[config.mk]
export PLATFORM = sky130hd
export DESIGN_NAME = cdm_div
export DESIGN_NICKNAME = d
export VERILOG_FILES = /design/src/hw/rtl/cdm_div.sv
export SDC_FILE = /design/constraint.sdc
export NUM_CORES = 2
export LEC_CHECK = 0
export CAP_MARGIN = 30
export CORE_MARGIN = 3
export CORE_UTILIZATION = 61
export DETAILED_ROUTE_END_ITERATION = 10
export DONT_BUFFER_PORTS = 1
export PLACE_DENSITY = 0.77
export SYNTH_ARGS = -nofsm -noshare
export SYNTH_HDL_FRONTEND = slang
export SYNTH_SLANG_ARGS = --single-unit
[constraint.sdc]
create_clock -name clk_i -period 3.2 [get_ports clk_i]
set_input_delay 0.32 -clock clk_i [delete_from_list [all_inputs] [get_ports clk_i]]
set_output_delay 0.32 -clock clk_i [all_outputs]
set_load 0.02 [all_outputs]
[src/hw/rtl/cdm_div.sv]
// ----------------------------------------------------------------------------
// cdm_div
// pipelined restoring divider, one quotient bit per stage
// ----------------------------------------------------------------------------
module cdm_div #(
  parameter int unsigned NW = 16,
  parameter int unsigned QB = 31,
  parameter int unsigned TW = 8
) (
  input  logic          clk_i,
  input  logic          rst_ni,
  input  logic          en_i,
  input  logic          vld_i,
  input  logic [NW-1:0] num_i,
  input  logic [NW-1:0] den_i,
  input  logic [TW-1:0] tag_i,
  output logic          vld_o,
  output logic [QB-1:0] quo_o,
  output logic [TW-1:0] tag_o
);
  // remainder stays below den, one extra bit for the shift
  logic [NW:0]   rem_q [QB];
  logic [NW-1:0] den_q [QB];
  logic [QB-1:0] quo_q [QB];
  logic [TW-1:0] tag_q [QB];
  logic          vld_q [QB];

  for (genvar s = 0; s < QB; s++) begin : g_stage
    logic [NW+1:0] sh;
    logic [NW+1:0] df;
    logic [NW-1:0] den;
    logic [QB-2:0] quo;
    logic [TW-1:0] tag;
    logic          vld;

    // first stage takes the integer bit, later stages shift in fraction bits
    if (s == 0) begin : g_first
      assign sh  = {2'b00, num_i};
      assign den = den_i;
      assign quo = '0;
      assign tag = tag_i;
      assign vld = vld_i;
    end else begin : g_next
      assign sh  = {rem_q[s-1], 1'b0};
      assign den = den_q[s-1];
      assign quo = quo_q[s-1][QB-2:0];
      assign tag = tag_q[s-1];
      assign vld = vld_q[s-1];
    end

    assign df = sh - {2'b00, den};

    always_ff @(posedge clk_i or negedge rst_ni) begin
      if (!rst_ni) begin
        vld_q[s] <= 1'b0;
      end else if (en_i) begin
        vld_q[s] <= vld;
      end
    end

    always_ff @(posedge clk_i) begin
      if (en_i) begin
        den_q[s] <= den;
        tag_q[s] <= tag;
        if (!df[NW+1]) begin
          rem_q[s] <= df[NW:0];
          quo_q[s] <= {quo, 1'b1};
        end else begin
          rem_q[s] <= sh[NW:0];
          quo_q[s] <= {quo, 1'b0};
        end
      end
    end
  end

  assign vld_o = vld_q[QB-1];
  assign quo_o = quo_q[QB-1];
  assign tag_o = tag_q[QB-1];
endmodule

==> summary.md <==
| Metric | Value |
|---|---|
| CTS HTree Levels | 4 |
| Gpl congestion | between 0.8 and 0.9 |
| Longest Clk Path Bufs | 3 |
| Final ANT Viol Nets | 0 |
| Synth Area in XOR/XNOR | 3.66% |
| Final Routed Wirelength | 147 mm |
| Total GRT Usage | approximately 21% |
| Vias in the first global route | 47400 |
| WL/cell | 17.5 um |
| Mux contribution to synthesized area | 4.14% |
| Remaining DRCs | 0 |
| Syn Std Cell Area | 83300 um2 |
| Final HPWL DP | 96.3 mm |
| Synth Instances | 6212 |
| Status | complete, but fails checks |
| Post-synth EDFFs | 1732 |
| Critical path's top delay family | compound AO/OA/AOI/OAI gates |
| Adder-cell share of the synthesized area | 7.72% |
| Area of the die | ~140000 um2 |
| Share of layout cells above drive strength 1 | 10.8% |
| Total CTS buffers | 176 |
| Final min period | 3.16 ns |
| Count of TritonRoute iterations in the first routing pass | 6 |
| CP peak stage delay | about 0.45 ns |
| Core area | 134000 um2 |
| VDD IR-drop max | about 630 uV |
| Dpl ws | -1.98 ns |
| YS warnings | 0 |
| Leakage | approximately 36 nW |
| Die Span X | around 380 um |
| Crit. End Element | register |
| Vias | 48000 |
| Yosys reg bits | 1765 |
| Compound-gate portion of the synthesized area | 10.4% |
| Post-synth cell types | 75 |
| Starting density of the core | ~62% |
| Sequential cell area fraction in the yosys report | a little under two thirds |
| Slack of the critical path | between 0.04 and 0.05 ns |
| Grt total ovfl | 0 |
| Worst skew pair latency | 0.80 ns |
| Commonest cells after routing, fill and taps aside | edfxtp_1 (1732), inv_1 (620), ha_1 (466) |
| Final Setup Violations | 0 |
| Worst slew pin tran | around 1.1 ns |
| Diodes inserted | 0 |
| P&R area growth vs syn | 11.9% |
| Mapped Nets | 6752 |
| CTS Sinks | around 1800 |
| Slew Limit Headroom | 25.1% |
| Net count, final | 7002 |
| Skew final | 0.0285 ns |
| Met3 GRT Util | 2.98% |
| Commonest non-fill, non-tap cell in the layout | edfxtp_1 |
| First-pass GRT wire length | approximately 240 mm |
| Site Rows | 134 |
| PortBufs | 0 |
| Die height | 375 um |
| Crit path kind | register to register |
| Final Hold Slack | -0.369 ns |
| Vias per Instance | roughly 5.7 |
| # fillers | 8961 |
| Layout Cells excl Fill | 8379 |
| Ys flop type | edfxtp_1 |
| Post-DP Area | 86300 um2 |
| Simple-gate share of the synthesized area | around 7.2% |
| Worst setup SP type | register |
| Post-Syn Area per Cell | 13.4 um2 |
| IO Count | 84 |
| Pwr dens | approximately 940 nW/um2 |
| Dpl cells | 7995 |
| First-iteration detailed-routing DRC count | 3480 |
| Max Cap Viol | 0 |
| Design area | a little over 90000 um2 |
| CP max stage cell | edfxtp_1 |
| Pin count of the biggest net entering global routing | ~220 |
| Crit-path max FO | 11 |
| GR peak layer | met2 |
| Slew Viols, Final | 0 |
| CP Buf/Inv Count | 2 |
| Met1 usage | about 28% |
| Hold Buf Count CTS | 52 |
| CTS clk-pin slew, worst paths | 0.06 ns |
| Failing checks | negative hold slack |
| Worst hold path type | input port to register |
| CTS tree | built |
| Crit path cell chain | inv_1 > ha_1 > nor2b_1 > o31a_1 > o2111ai_1 > a31oi_2 > a211oi_2 > xnor2_1 > nor2_4 > buf_12 > mux2_1 |
| Worst path arrival time | 3.67 ns |
| Async set-reset flop share out of synthesis | ~1.8% |
| Met2 usage | a little over a third |
| Final Hold Viols | about 170 |
| Max Fclk | 317 MHz |
| Root Buffer | clkbuf_16 |
| Worst EP required | between 3 and 4 ns |
| Initial antenna violation count | 1 |
| Main combinational cell family by area after synthesis | compound AO/OA/AOI/OAI gates |
| Fin crit share | 98.6% |
## report_power, final
| part | internal, mW | total, mW | switching (mW) |
|---|---|---|---|
| Clock | 11.9 | 20.6 | 8.72 |
| Combinational | 15.6 | 32.4 | 16.8 |
| Sequential | 32.1 | 34.8 | 2.70 |
## timing repair
action,4_1_cts,5_1_grt
buffers inserted,0,1
resized for setup,2,54
pin swaps,0,3
setup endpoints to repair,257,241
endpoints found under the hold margin,286,169
gates cloned,3,1
## worst register-to-register path, stage by stage (launching register included)
cell,delay [ns]
edfxtp_1,0.45
inv_1,0.09
ha_1,0.22
nor2b_1,0.14
o31a_1,0.32
o2111ai_1,0.39
a31oi_2,0.24
a211oi_2,0.30
xnor2_1,0.20
nor2_4,0.06
buf_12,0.16
mux2_1,0.31
## cell type report
cell class                 count  area (um2)  share of cell area, %
sequential                  1765       52800                   56.7
multi-input combinational   3716       27900                   29.9
clock buffer                 209        4620                   4.96
inverter                     621        2330                   2.50
tap                         1768        2210                   2.38
timing repair buffer         182        2010                   2.15
clock inverter               118        1250                   1.34
## routing by layer
layer / vias up / wire [um]
met2: 1056 / 72700
met1: 23200 / 63900
met3: 282 / 6180
met5: - / 0
li1: 23500 / -
met4: 0 / 3730
## cell families after synthesis
| group | after synthesis |
|---|---|
| DFF | 1765 |
| AOI/OAI and AO/OA | 1342 |
| and+or+nand+nor | 1222 |
| buffers and inverters | 731 |
| adders and majority gates | 496 |
| xor gates and xnor gates | 347 |
| muxes | 309 |
## registers in the layout, indices dropped and copies added (netlist names)
register     cells
den_q          480
g_stage.vld     30
quo_q          496
rem_q          510
tag_q          248
vld_o            1
## final timing paths
path                              endpoint          start  cells past startpoint  slack (ns)
max in group asynchronous  g_stage[17].vld         rst_ni                      4        2.43
setup / recovery             rem_q[1][129]   den_q[22][1]                     11        0.04
hold reg to reg              quo_q[1][342]  quo_q[1][310]                      0        0.41
min in group asynchronous  g_stage[30].vld         rst_ni                      4        0.61
hold / removal                 den_q[0][2]           en_i                      0       -0.37
setup reg to reg             rem_q[1][129]   den_q[22][1]                     11        0.04
## cell usage after synthesis (all sizes together) (63+ instances only)
cell type | count | area share (%)
and2 | 63 | 0.48
nand2b | 72 | 0.54
clkbuf | 81 | 0.37
a21oi | 291 | 1.7
ha | 466 | 7.0
a21o | 170 | 1.5
nor2 | 331 | 1.6
o21ai | 400 | 2.4
inv | 621 | 2.8
edfxtp | 1732 | 62
nand3 | 69 | 0.41
xor2 | 114 | 1.2
nor2b | 108 | 0.81
xnor2 | 233 | 2.5
o21a | 97 | 0.87
and3 | 68 | 0.51
nor3 | 64 | 0.38
nand2 | 337 | 1.5
mux2 | 268 | 3.6
## per-stage QoR
stage               TNS (ns)  total power [mW]  utilization, %
finish                     0              87.9            69.3
global route          -0.395              93.4            69.3
CTS                        0              88.0            69.0
detailed placement   -865.16              66.7            64.2
global placement     -797.96              65.2            64.2
floorplan                  0              58.7               -
No activity file was read; power rests on OpenSTA's default activity.
